### src/sv/shp_pkg.sv
// Package for the stream handshake responder: sizes, phase and command codes,
// and the structs passed between its modules. No dependencies.
package shp_pkg;

    // Length of the C1 random field, echoed back in S2
    localparam int RANDOM_BYTES = 1528;

    localparam int C0C1_LEN = 9 + RANDOM_BYTES;
    localparam int C2_LEN   = 8 + RANDOM_BYTES;
    localparam int RESP_LEN = 1 + 2 * (8 + RANDOM_BYTES);

    localparam int CNT_W  = $clog2(RESP_LEN);
    localparam int ADDR_W = $clog2(RANDOM_BYTES);

    typedef logic [CNT_W-1:0]  cnt_t;
    typedef logic [ADDR_W-1:0] addr_t;

    // Byte positions in each phase
    localparam cnt_t C0C1_LAST   = cnt_t'(C0C1_LEN - 1);
    localparam cnt_t C2_LAST     = cnt_t'(C2_LEN - 1);
    localparam cnt_t RESP_LAST   = cnt_t'(RESP_LEN - 1);
    localparam cnt_t S1_TIME_END = cnt_t'(5);
    localparam cnt_t S1_ZERO_END = cnt_t'(9);
    localparam cnt_t S1_RAND_END = cnt_t'(9 + RANDOM_BYTES);
    localparam cnt_t S2_CTS_END  = cnt_t'(13 + RANDOM_BYTES);
    localparam cnt_t S2_STS_END  = cnt_t'(17 + RANDOM_BYTES);
    localparam cnt_t C1_RAND_BASE = cnt_t'(9);

    localparam logic [7:0] VERSION_RESET = 8'h03;

    localparam logic CMD_OFFER = 1'b0;
    localparam logic CMD_FETCH = 1'b1;

    typedef enum logic [2:0] {
        PH_WAIT_C0C1 = 3'd0,
        PH_SEND      = 3'd1,
        PH_WAIT_C2   = 3'd2,
        PH_DONE      = 3'd3,
        PH_FAILED    = 3'd4
    } phase_t;

    // Result of one transaction before the echo byte is merged in
    typedef struct packed {
        logic       accepted;
        logic       tx_valid;
        logic [7:0] tx_byte;
        logic       tx_last;
        logic [2:0] phase;
        logic       echo_sel;
    } shp_res_t;

    // Echo store access request
    typedef struct packed {
        logic       we;
        addr_t      waddr;
        logic [7:0] wdata;
        logic       re;
        addr_t      raddr;
    } shp_ram_req_t;

endpackage

### src/sv/shp_pipe.sv
// Two-register result path: decoded stage and output register, with echo merge.
// Depends on shp_pkg.
module shp_pipe (
    input  logic              aclk,
    input  logic              aresetn,
    input  logic              s_valid,
    output logic              s_ready,
    output logic              acc,
    input  shp_pkg::shp_res_t res,
    input  logic [7:0]        echo_data,
    output logic              m_valid,
    input  logic              m_ready,
    output logic              m_accepted,
    output logic              m_tx_valid,
    output logic [7:0]        m_tx_byte,
    output logic              m_tx_last,
    output logic [2:0]        m_phase
);

    logic              s1_valid_reg;
    shp_pkg::shp_res_t s1_res_reg;
    logic              m_valid_reg;
    logic              m_accepted_reg;
    logic              m_tx_valid_reg;
    logic [7:0]        m_tx_byte_reg;
    logic              m_tx_last_reg;
    logic [2:0]        m_phase_reg;
    logic              s1_adv;

    assign s1_adv  = !m_valid_reg || m_ready;
    assign s_ready = !s1_valid_reg || s1_adv;
    assign acc     = s_valid && s_ready;

    // Stage valid flags
    always_ff @(posedge aclk) begin
        if (!aresetn) begin
            s1_valid_reg <= 1'b0;
            m_valid_reg  <= 1'b0;
        end else begin
            if (s_ready) begin
                s1_valid_reg <= s_valid;
            end
            if (s1_adv) begin
                m_valid_reg <= s1_valid_reg;
            end
        end
    end

    // Capture decoded transaction
    always_ff @(posedge aclk) begin
        if (acc) begin
            s1_res_reg <= res;
        end
    end

    // Load output register, merging the echo store byte
    always_ff @(posedge aclk) begin
        if (s1_adv && s1_valid_reg) begin
            m_accepted_reg <= s1_res_reg.accepted;
            m_tx_valid_reg <= s1_res_reg.tx_valid;
            m_tx_byte_reg  <= s1_res_reg.echo_sel ? echo_data : s1_res_reg.tx_byte;
            m_tx_last_reg  <= s1_res_reg.tx_last;
            m_phase_reg    <= s1_res_reg.phase;
        end
    end

    assign m_valid    = m_valid_reg;
    assign m_accepted = m_accepted_reg;
    assign m_tx_valid = m_tx_valid_reg;
    assign m_tx_byte  = m_tx_byte_reg;
    assign m_tx_last  = m_tx_last_reg;
    assign m_phase    = m_phase_reg;

endmodule

### config.mk
export PLATFORM = sky130hd
export DESIGN_NAME = shp_pipe
export DESIGN_NICKNAME = d
export VERILOG_FILES = /design/src/sv/shp_pkg.sv /design/src/sv/shp_pipe.sv
export SDC_FILE = /design/constraint.sdc
export NUM_CORES = 1
export LEC_CHECK = 0
export ABC_AREA = 1
export BUFFER_PORTS_ARGS = -buffer_cell sky130_fd_sc_hd__buf_2
export CORE_MARGIN = 1.5
export CORE_UTILIZATION = 49
export DETAILED_ROUTE_END_ITERATION = 7
export GPL_ROUTABILITY_DRIVEN = 0
export PLACE_DENSITY_LB_ADDON = 0.2
export SETUP_SLACK_MARGIN = 0.4
export SLEW_MARGIN = 15
export SYNTH_ARGS = -nofsm -noshare
export SYNTH_HDL_FRONTEND = slang
export SYNTH_SLANG_ARGS = --single-unit
### constraint.sdc
create_clock -name aclk -period 2.6 [get_ports aclk]
set_input_delay 0.13 -clock aclk [delete_from_list [all_inputs] [get_ports aclk]]
set_output_delay 0.13 -clock aclk [all_outputs]
set_load 0.05 [all_outputs]
; Word-level counts from Yosys, hierarchy flattened
; Cells that the tools add are included.
; W data, S select, Z words.
[totals]
input_bits = 27
ff_bits = 31
wordCells = 20
[op_classes]
muxes = 1
reduce_logical = 6
[op_table]
columns = op, count
row1 = $mux W8, 1
row2 = $logic_and A1 B1 Y1, 2
row3 = $logic_not A1 Y1, 2
row4 = $logic_or A1 B1 Y1, 2

; Depth between registers and ports, before layout
[logic_depth]
ltp_word = 4
ltp_mapped = 4
depth_no_buf = 4

; Worst setup path before layout
; OpenSTA, ideal clock, no wires.
[synth_path]
kind = register to register
start = register m_valid_reg (netlist: m_valid)
end = register s1_res_reg[0] in the netlist's numbering (enable)
n_path_buf = 0
synth_period_minus_slack_ns = 2.156
required_time_ns = 2.207
path_stages_with_launch = 4
slack_ns = 0.444
t_arrival_ns = 1.763
path_cell_list = dfxtp_1 -> nand3_1 -> nand2_1 -> inv_1
[synth_between]
elab_chain_cells = 4
[synth_rtl]
columns = item, line_no
row1 = start: declaration, shp_pipe.sv:22  ; logic m_valid_reg;
row2 = start signal: assignment, shp_pipe.sv:44  ; m_valid_reg <= s1_valid_reg;
row3 = $logic_not A1 Y1, shp_pipe.sv:30  ; assign s1_adv = !m_valid_reg || m_ready;
row4 = $logic_or A1 B1 Y1, shp_pipe.sv:30
row5 = $logic_or A1 B1 Y1, shp_pipe.sv:31  ; assign s_ready = !s1_valid_reg || s1_adv;
row6 = named net s_ready, shp_pipe.sv:7  ; output logic s_ready,
row7 = $logic_and A1 B1 Y1, shp_pipe.sv:32  ; assign acc = s_valid && s_ready;
row8 = named net acc, shp_pipe.sv:8  ; output logic acc,
row9 = end signal: assignment, shp_pipe.sv:52  ; s1_res_reg <= res;
row10 = end: declaration, shp_pipe.sv:21  ; shp_pkg::shp_res_t s1_res_reg;
; The timed path passes the listed nets, and every way through them passes these cells.
; A chain may end at the register's enable or synchronous reset.

; Worst setup path in the final report
[layout_path]
start = register m_valid_reg (netlist: m_valid)
end = output acc
[layout_between]
elab_chain_cells = 4
[layout_rtl]
columns = item, line_no
row1 = $logic_not A1 Y1, shp_pipe.sv:30
row2 = $logic_or A1 B1 Y1, shp_pipe.sv:30
row3 = $logic_or A1 B1 Y1, shp_pipe.sv:31
row4 = $logic_and A1 B1 Y1, shp_pipe.sv:32
row5 = end: declaration, shp_pipe.sv:8
; No other way between the ends.

==> results.md <==
- Post-synthesis adder-cell area fraction: 0
- LEAKAGE: ~0.66 nW
- Die area: ~2500 sq um
- Syn Nets: 94
- Residual DRC count: 0
- Synth cell types: 8
- Register area share after synthesis: 0.852
- Worst Path Required: 2.47 ns
- Yosys warning total: 0
- Critical Path AT: about 1.7 ns
- Yosys reg bits: 31
- Main combinational cell family by area after synthesis: buffers and inverters
- Grt ovf: 0
- Max Cap Viol: 0
- I/O Buffers: 43
- Clock Path Buffers: 2
- DRT iter0 DRCs: 5
- R2R setup slack: about 1.2 ns
- Compound-Gate Fraction of Synth Area: 0.0515
- Post-CTS resize count: 0
- Crit Path Class: flop to output port
- Hold path start: aresetn
- Final worst path period need: 1.80 ns
- Placed cell count: 137
- Total CTS buffers: 5
- Final TNS setup: 0 ns
- Simple-Gate Fraction of Synth Area: 0.0398
- CTS tree: yes
- Crit start category: flop
- Reg2reg start: m_valid
- Total power: 940 uW
- Die width: 49.7 microns
- Via Count: 693
- Initial antenna violation count: 0
- Syn Inst Count: 67
- Worst slew margin: 0.601
- Total Routing Usage GR: 0.152
- Clock skew: around 0.014 ns
- I/O pins: 44
- DR vias/cell: around 4.3
- Clk pin slew, worst setup/hold paths: 0.09 ns
- Actual slew at the worst max-slew pin: between 0.5 and 0.6 ns
- Clk sink count: 31
- Final period utilization: 0.692
- Die H: 49.7 microns
- RSZ-0062 raised after global routing: false
- Antenna Cells: 0
- Worst Hold End: s1_valid_reg
- DR pass1 iterations: 3
- Core ar.: 2000 sq um
- Final Net Count: approximately 160
- Mux cell area share after synthesis: 0
- Vias in the first global route: between 600 and 700
- Avg WL per Cell: 10.6 microns
- Number of fill cells: approximately 150
- Syn_area_per_cell: 15.9 sq um
- Hold WC Path Type: input pin to flop
- Final setup fails: 0
- CTS HTree Levels: 2
- Most frequent cells in the layout: buf_2 (43), edfxtp_1 (29), dlygate4sd3_1 (15)
- PwrDens: 622 nW/um^2
- Initial Util: 0.534
- Max reg flops: 15
- Synthesized area: 1070 sq um
- Commonest non-fill, non-tap cell in the layout: buf_2
- Largest net degree at the start of global routing: 17
- RR Endpoint: s1_res_reg[1]
- Outcome: completed
- Worst hold slack: 0.0660 ns
- First-pass GRT wire length: roughly 2700 microns
- Xor/xnor cell area share of the yosys netlist: 0
- Share of cells above drive strength 1: 0.368
- Crit Path Max Fanout: 16
- Routed WL: 1700 microns
- Dpl hpwl: ~1100 microns
- DRT antenna net count: 0
- Hold Path Depth: 3
- Crit end category: output port
- Max Transition Viols Final: 0
- Fin. Hold Viols: 0
- # rows: 16
- Clk Latency, worst-skew pair: 0.30 ns
- Util after Layout: 0.756
- FMAX: 556 MHz
- Clock Tree Root: clkbuf_4
- Non-filler cells, final: 160
- Peak supply drop: 0.000484 V
- FF-to-FF path depth: 3
- Area delta synth->final: 41.6%
metrics by stage:
step | area, sq um | setup WS [ns]
finish | 1510 | 0.801
global route | 1510 | 0.680
CTS | 1510 | 0.765
detailed placement | 1310 | 1.12
global placement | 1310 | 1.23
floorplan | 1070 | 0.444
repair_timing:
action	CTS	global route
endpoints found under the hold margin	15	0
buffers inserted	0	0
hold buffers	15	0
synthesized netlist by cell type:
cell type	instances	area share
a21oi_1	3	0.014
nand2_1	10	0.035
edfxtp_1	29	0.81
inv_1	13	0.046
nand3_1	1	0.0047
dfxtp_1	2	0.037
buf_6	1	0.011
o21ai_0	8	0.037
where the power goes:
| part | total [mW] | internal, mW | switching (mW) |
|---|---|---|---|
| Clock | 0.236 | 0.0999 | 0.136 |
| Combinational | 0.117 | 0.0434 | 0.0740 |
| Sequential | 0.587 | 0.577 | 0.00944 |
| Total | 0.940 | 0.720 | 0.220 |
metal layers:
layer  wire length [microns]  up-vias  track usage
met5                       0        -            0
met3                      91        2       0.0455
met1                     690      299        0.154
met4                      12        0       0.0694
li1                        -      364            -
met2                     902       28        0.280
cells by family (layout without fill, tap and decap cells):
family / Yosys count / in the layout
flops: 31 / 31
buf+inv: 14 / 80
compound gates: 11 / 11
simple gates: 11 / 11
worst max-delay path by stage:
stage,startpoint,endpoint,slack [ns],cells after the start
3_5_place_dp,m_valid,acc,1.12,4
6_report,m_valid,acc,0.80,4
5_1_grt,m_valid,acc,0.68,4
2_1_floorplan,m_valid,s1_res_reg[0],0.44,3
3_3_place_gp,m_valid,acc,1.23,4
4_1_cts,m_valid,acc,0.76,4
critical path: stages (launching register included):
cell,delay [ns]
dfxtp_1,0.34
nand3_1,0.14
nand2_1,0.07
inv_1,0.45
buf_2,0.37
final cells by class:
type / count / area (sq um) / share of cell area
Clock buffer: 6 / 41.3 / 0.0273
Clock inverter: 2 / 7.51 / 0.00496
Inverter: 13 / 48.8 / 0.0323
Multi-Input combinational cell: 22 / 97.6 / 0.0645
Sequential cell: 31 / 911 / 0.602
Tap cell: 27 / 33.8 / 0.0223
Timing Repair Buffer: 59 / 373 / 0.246
Power figures use the tool's default switching activity.
