===== config.mk =====
export PLATFORM = sky130hd
export DESIGN_NAME = shp_ctrl
export DESIGN_NICKNAME = d
export VERILOG_FILES = /design/src/sv/shp_pkg.sv /design/src/sv/shp_ctrl.sv
export SDC_FILE = /design/constraint.sdc
export NUM_CORES = 1
export LEC_CHECK = 0
export ABC_CLOCK_PERIOD_IN_PS = 3700
export BUFFER_PORTS_ARGS = -buffer_cell sky130_fd_sc_hd__buf_2
export CAP_MARGIN = 20
export CORE_MARGIN = 2
export CORE_UTILIZATION = 50
export CTS_BUF_LIST = sky130_fd_sc_hd__clkbuf_16
export CTS_CLUSTER_SIZE = 16
export DETAILED_ROUTE_END_ITERATION = 6
export HOLD_SLACK_MARGIN = 0.02
export PLACE_DENSITY = 0.75
export SYNTH_ARGS = -nofsm -noshare
export SYNTH_HDL_FRONTEND = slang
export SYNTH_SLANG_ARGS = --single-unit

===== constraint.sdc =====
create_clock -name aclk -period 3.7 [get_ports aclk]
set_input_delay 0.555 -clock aclk [delete_from_list [all_inputs] [get_ports aclk]]
set_output_delay 0.555 -clock aclk [all_outputs]
set_load 0.005 [all_outputs]

===== src/sv/shp_pkg.sv =====
// Package for the stream handshake responder: sizes, phase and command codes,
// and the structs passed between its modules. No dependencies.
package shp_pkg;

    // Length of the C1 random field, echoed back in S2
    localparam int RANDOM_BYTES = 1528;

    localparam int C0C1_LEN = 9 + RANDOM_BYTES;
    localparam int C2_LEN   = 8 + RANDOM_BYTES;
    localparam int RESP_LEN = 1 + 2 * (8 + RANDOM_BYTES);

    localparam int CNT_W  = $clog2(RESP_LEN);
    localparam int ADDR_W = $clog2(RANDOM_BYTES);

    typedef logic [CNT_W-1:0]  cnt_t;
    typedef logic [ADDR_W-1:0] addr_t;

    // Byte positions in each phase
    localparam cnt_t C0C1_LAST   = cnt_t'(C0C1_LEN - 1);
    localparam cnt_t C2_LAST     = cnt_t'(C2_LEN - 1);
    localparam cnt_t RESP_LAST   = cnt_t'(RESP_LEN - 1);
    localparam cnt_t S1_TIME_END = cnt_t'(5);
    localparam cnt_t S1_ZERO_END = cnt_t'(9);
    localparam cnt_t S1_RAND_END = cnt_t'(9 + RANDOM_BYTES);
    localparam cnt_t S2_CTS_END  = cnt_t'(13 + RANDOM_BYTES);
    localparam cnt_t S2_STS_END  = cnt_t'(17 + RANDOM_BYTES);
    localparam cnt_t C1_RAND_BASE = cnt_t'(9);

    localparam logic [7:0] VERSION_RESET = 8'h03;

    localparam logic CMD_OFFER = 1'b0;
    localparam logic CMD_FETCH = 1'b1;

    typedef enum logic [2:0] {
        PH_WAIT_C0C1 = 3'd0,
        PH_SEND      = 3'd1,
        PH_WAIT_C2   = 3'd2,
        PH_DONE      = 3'd3,
        PH_FAILED    = 3'd4
    } phase_t;

    // Result of one transaction before the echo byte is merged in
    typedef struct packed {
        logic       accepted;
        logic       tx_valid;
        logic [7:0] tx_byte;
        logic       tx_last;
        logic [2:0] phase;
        logic       echo_sel;
    } shp_res_t;

    // Echo store access request
    typedef struct packed {
        logic       we;
        addr_t      waddr;
        logic [7:0] wdata;
        logic       re;
        addr_t      raddr;
    } shp_ram_req_t;

endpackage


===== src/sv/shp_ctrl.sv =====
// Handshake sequencer: phase, byte counter, timestamps and S0S1S2 byte selection.
// Depends on shp_pkg.
module shp_ctrl (
    input  logic                  aclk,
    input  logic                  aresetn,
    input  logic                  acc,
    input  logic                  cmd,
    input  logic [7:0]            rx_byte,
    input  logic [31:0]           server_time,
    input  logic [7:0]            random_byte,
    input  logic [7:0]            version,
    output shp_pkg::shp_res_t     res,
    output shp_pkg::shp_ram_req_t ram_req
);

    shp_pkg::phase_t phase_reg, phase_next;
    shp_pkg::cnt_t   count_reg, count_next;
    logic [31:0]     client_ts_reg, client_ts_next;
    logic [31:0]     server_ts_reg, server_ts_next;
    logic            bad_reg, bad_next;

    shp_pkg::cnt_t   k;
    logic            offer_c0c1, offer_c2, fetch_send;

    function automatic logic [7:0] be_byte(input logic [31:0] word, input logic [1:0] pos);
        logic [7:0] b;
        case (pos)
            2'd0:    b = word[31:24];
            2'd1:    b = word[23:16];
            2'd2:    b = word[15:8];
            default: b = word[7:0];
        endcase
        return b;
    endfunction

    assign k          = count_reg;
    assign offer_c0c1 = (cmd == shp_pkg::CMD_OFFER) && (phase_reg == shp_pkg::PH_WAIT_C0C1);
    assign offer_c2   = (cmd == shp_pkg::CMD_OFFER) && (phase_reg == shp_pkg::PH_WAIT_C2);
    assign fetch_send = (cmd == shp_pkg::CMD_FETCH) && (phase_reg == shp_pkg::PH_SEND);

    // Next state
    always_comb begin
        phase_next     = phase_reg;
        count_next     = count_reg;
        client_ts_next = client_ts_reg;
        server_ts_next = server_ts_reg;
        bad_next       = bad_reg;
        if (offer_c0c1) begin
            if (k == '0) begin
                bad_next = (rx_byte != version);
            end else if (k < shp_pkg::S1_TIME_END) begin
                client_ts_next = {client_ts_reg[23:0], rx_byte};
            end
            if (k == shp_pkg::C0C1_LAST) begin
                count_next = '0;
                phase_next = bad_reg ? shp_pkg::PH_FAILED : shp_pkg::PH_SEND;
            end else begin
                count_next = k + 1'b1;
            end
        end else if (offer_c2) begin
            if (k == shp_pkg::C2_LAST) begin
                count_next = '0;
                phase_next = shp_pkg::PH_DONE;
            end else begin
                count_next = k + 1'b1;
            end
        end else if (fetch_send) begin
            if (k == '0) begin
                server_ts_next = server_time;
            end
            if (k == shp_pkg::RESP_LAST) begin
                count_next = '0;
                phase_next = shp_pkg::PH_WAIT_C2;
            end else begin
                count_next = k + 1'b1;
            end
        end
    end

    // Result and echo store access
    always_comb begin
        shp_pkg::cnt_t cts_off;
        shp_pkg::cnt_t sts_off;
        shp_pkg::cnt_t echo_off;
        shp_pkg::cnt_t wr_off;
        cts_off  = k - shp_pkg::S1_RAND_END;
        sts_off  = k - shp_pkg::S2_CTS_END;
        echo_off = k - shp_pkg::S2_STS_END;
        wr_off   = k - shp_pkg::C1_RAND_BASE;

        res          = '0;
        res.accepted = offer_c0c1 || offer_c2;
        res.phase    = 3'(phase_next);
        ram_req      = '0;
        ram_req.waddr = wr_off[shp_pkg::ADDR_W-1:0];
        ram_req.wdata = rx_byte;
        ram_req.raddr = echo_off[shp_pkg::ADDR_W-1:0];

        // Store the C1 random field
        ram_req.we = acc && offer_c0c1 && (k >= shp_pkg::C1_RAND_BASE);

        if (fetch_send) begin
            res.tx_valid = 1'b1;
            res.tx_last  = (k == shp_pkg::RESP_LAST);
            if (k == '0) begin
                res.tx_byte = version;
            end else if (k < shp_pkg::S1_TIME_END) begin
                res.tx_byte = be_byte(server_ts_reg, 2'(k - 1'b1));
            end else if (k < shp_pkg::S1_ZERO_END) begin
                res.tx_byte = 8'h00;
            end else if (k < shp_pkg::S1_RAND_END) begin
                res.tx_byte = random_byte;
            end else if (k < shp_pkg::S2_CTS_END) begin
                res.tx_byte = be_byte(client_ts_reg, cts_off[1:0]);
            end else if (k < shp_pkg::S2_STS_END) begin
                res.tx_byte = be_byte(server_ts_reg, sts_off[1:0]);
            end else begin
                res.echo_sel = 1'b1;
                ram_req.re   = acc;
            end
        end
    end

    // Advance state on each accepted transaction
    always_ff @(posedge aclk) begin
        if (!aresetn) begin
            phase_reg     <= shp_pkg::PH_WAIT_C0C1;
            count_reg     <= '0;
            client_ts_reg <= '0;
            server_ts_reg <= '0;
            bad_reg       <= 1'b0;
        end else if (acc) begin
            phase_reg     <= phase_next;
            count_reg     <= count_next;
            client_ts_reg <= client_ts_next;
            server_ts_reg <= server_ts_next;
            bad_reg       <= bad_next;
        end
    end

endmodule


# Word level (Yosys, flattened, before mapping)
# Cells that the tools add are included.
[word_totals]
register_bits = 80
in_bits = 60
elab_cells = 86
[classes]
add_sub_neg = 6
n_lt_le_gt_ge = 6
n_eq_ne = 12
mux = 37
bitwise = 4
n_reduce_logical = 16
[op_table]
columns = ["op", "n"]
rows = [
  ["$mux 12", 6],
  ["$pmux 8 s3", 3],
  ["$mux 8", 6],
  ["$lt 12x11->1 const B", 3],
  ["$eq 12x11->1 const B", 2],
  ["$mux 3", 7],
  ["$mux 1", 14],
  ["$add 12x1->12 const B", 1],
  ["$eq 12x12->1 const B", 1],
  ["$ge 12x4->1 const B", 1],
  ["$logic_not 12->1", 1],
  ["$lt 12x3->1 const B", 1],
  ["$lt 12x4->1 const B", 1],
  ["$sub 11x11->11 const B", 1],
  ["$sub 11x4->11 const B", 1],
  ["$mux 10", 1],
  ["$ne 8x8->1", 1],
  ["$eq 2x1->1 const B", 3],
  ["$eq 2x2->1 const B", 3],
  ["$logic_not 2->1", 3],
  ["$sub 2x1->2 const B", 3],
  ["$logic_and 1x1->1", 5],
  ["$reduce_and 5->1", 1],
  ["$not 1->1", 4],
  ["8 further kinds", 8],
]

# Logic depth before layout (Yosys ltp)
[logic_depth]
ltp_word = 10
depth_mapped = 9
mapped_depth_nobuf = 8

# Worst setup path after synthesis
# No wires, ideal clock.
[synth_path]
kind = "flip-flop to output port"
start = "register count_reg[0]"
end = "output port res[5] in the netlist's numbering"
arrival_time_ns = 2.327
required_ns = 3.145
setup_slack_ns = 0.818
stages_incl_launch_ff = 8
path_buffers = 0
path_cell_list = "dfxtp_1 > inv_1 > ha_1 > or3b_2 > a211oi_2 > a221oi_1 > o311ai_0 > o211a_1"
[synth_rtl]
columns = ["item", "line", "text"]
rows = [
  ["start: declaration", "shp_ctrl.sv:17", "shp_pkg::cnt_t count_reg, count_next;"],
  ["start signal: assignment", "shp_ctrl.sv:134", "count_reg <= count_next;"],
  ["end: declaration", "shp_ctrl.sv:12", "output shp_pkg::shp_res_t res,"],
]

==> run summary <==
Max Slew Vio Count: 0
DP Cell Count: 747
Share of layout cells above drive strength 1: 24.47%
Post-route clock period utilization: 95.27%
Top post-synthesis cells by area: dfxtp_1 (36%), nand2_1 (13%), a21oi_1 (7.7%), a222oi_1 (3.6%), xor2_1 (3.6%)
Diode count: 0
Met3 usage: 4.796%
Die area: 0.009643 mm^2
Ys Warns: 0
Hold buffers post-CTS: 0
Critical path depth: 9
CP required: 3.14 ns
Commonest cells after routing, fill and taps aside: nand2_1 (155), buf_2 (106), dfxtp_1 (79)
Routed wire length: 12180 um
Crit path max fanout: 11
Highest Clock Rate: 0.2837 GHz
P_leak: 2.127 nW
Maximum VDD drop: 0.2297 mV
Kind of critical path: reg -> out
FF+latch count, synth: 80
Hpwl dp: 8504 um
Grt peak-use layer: met2
Initial drt markers: 303
Hold Path Class: in -> reg
Worst-Margin Slew: 0.7678 ns
Clock Pin Slew Worst Setup and Hold Paths: 0.06 ns
Final #Nets: 719
Async set-reset flop share out of synthesis: 0%
CTS Root Cell: clkbuf_16
Avg Vias per Cell: 5.820
IO Port Bufs: 106
Die Wd: 98.20 um
Vias in the first global route: 4017
Initial antenna violation count: 0
Post-synthesis sequential area ratio: 36.10%
Clock Sinks: 80
Core ar.: 0.008678 mm^2
Routing usage on met1: 33.66%
Largest net degree at the start of global routing: 45
Syn avg cell area: 7.716 um^2
H-Tree Depth: 3
Leading register cell type out of synthesis: dfxtp_1
GRT Total Usage: 24.76%
# DRC: 0
Power Dens Cells: 381.1 mW/mm^2
Clk_lat worst skew: 0.34 ns
Vias: 4458
Worst path slowest cell: or3b_2
EDFF count, synth: 0
R2R cell count: 9
Setup violators final: 0
DRT Pass-1 Iters: 6
GRT met2 Usage: 39.57%
Max-cap violations: 0
Synth Cell Area: 0.004437 mm^2
I/O pin count: 107
CP Launch Type: register
Top cell type's share of synthesized area: 36.10%
Slowest stage delay, CP: 0.51 ns
CP Capture Type: primary output
Cells after Synth: 575
Unrepaired setup endpoints after global routing: no
CP Buf/Inv Count: 3
Relative slew slack: 48.74%
Num CTS Buffers: 9
WL per Instance: 15.90 um
RePlAce Congestion: 0.9536
Global-route wire length before repair: 19600 um
Finished Layout Cells: 766
Final hold viol count: 0
Core Util, Final: 60.52%
Most common cell after layout, fill and taps aside: nand2_1
Cell taking the most area after synthesis: dfxtp_1
Final ANT Viol Nets: 0
GRT overflow: 0
TritonCTS clock tree: yes
Row cnt: 34
Initial cell density of the core: 51.12%
WP data arrival: 2.97 ns
Fin crit period: 3.525 ns
Hold depth: 3
Top delay family on crit path: compound AO/OA/AOI/OAI gates
Power Total: 2.002 mW
Die height: 98.20 um
Syn Nets: 641
Total negative slack: 0 ns
Area grow syn2layout: 18.39%
Crit path cell chain: inv_1 -> ha_2 -> or3b_2 -> a211oi_4 -> buf_4 -> a221oi_1 -> o311ai_0 -> o211a_1 -> buf_2
Clock skew: 0.009276 ns
Clk buf depth: 2
Synth unique cells: 54
Status: completed
per-layer routing:
metal / wire length, um / part of all wire (%)
met1: 5294 / 43
met2: 5695 / 47
met3: 992 / 8.1
met4: 194 / 1.6
met5: 0 / 0
cell usage after synthesis, drive strengths merged, types with 3 or more instances:
cell    instances
nor4            8
a221oi          8
mux2i           8
o211a           8
xor2           18
inv            17
o311ai          8
a222oi         16
nor3b           3
nor3           14
ha              6
nand4           6
nand3b          3
and3            5
a21oi          68
xnor2           9
nand2         155
o21ai          14
nor2           23
dfxtp          80
buf            31
nand3           4
clkbuf         30
or2             3
worst paths after layout:
check	start	end	slack (ns)
setup / recovery	count_reg[1]	res[6]	0.17
hold / removal	server_time[16]	server_ts_reg[16]	0.45
setup reg to reg	count_reg[1]	client_ts_reg[17]	1.00
hold reg to reg	server_ts_reg[3]	server_ts_reg[3]	0.46
through the flow:
step | instance area, um^2 | worst slack, ns | hold WS, ns
2_1_floorplan | 4437 | 0.8184 | 0.4357
4_1_cts | 5230 | 0.01089 | 0.4522
6_report | 5253 | 0.1750 | 0.4486
3_5_place_dp | 4908 | 0.2916 | 0.4481
3_3_place_gp | 4908 | 0.4096 | 0.4416
5_1_grt | 5253 | 0.04058 | 0.4529
area by class of cell:
cell class	instances	area, um^2
Clock buffer	9	225.2
Clock inverter	7	72.57
Fill cell	802	3426
Inverter	17	63.81
Multi-Input combinational cell	417	2454
Sequential cell	80	1603
Tap cell	108	135.1
Timing Repair Buffer	128	699.4
cells by family after synthesis:
kind of cell / count (synthesis) / synth area share [%]
AOI/OAI and AO/OA: 137 / 21.21
xor gates and xnor gates: 27 / 5.330
adders and majority gates: 6 / 1.692
buffers and inverters: 78 / 9.222
DFF: 80 / 36.10
muxes: 8 / 1.805
and+or+nand+nor: 239 / 24.65
report_power, final:
| part | switching, mW | leakage (nW) | internal [mW] | total, mW |
|---|---|---|---|---|
| Sequential | 0.00970 | 0.646 | 0.873 | 0.883 |
| Combinational | 0.138 | 1.34 | 0.0921 | 0.230 |
| Clock | 0.366 | 0.143 | 0.522 | 0.889 |
repair_timing:
action	4_1_cts	5_1_grt
pin swaps	1	2
resized for setup	2	4
setup buffers	1	2
endpoints found under the setup margin	5	8
worst register-to-register path: stages, from the launching register on:
cell,delay [ns]
dfxtp_2,0.36
inv_1,0.13
ha_2,0.32
buf_6,0.26
nor2b_1,0.15
nor4b_4,0.52
nor3b_4,0.27
buf_4,0.34
nand2_1,0.13
a21oi_1,0.14
No activity file was read; power rests on OpenSTA's default activity.
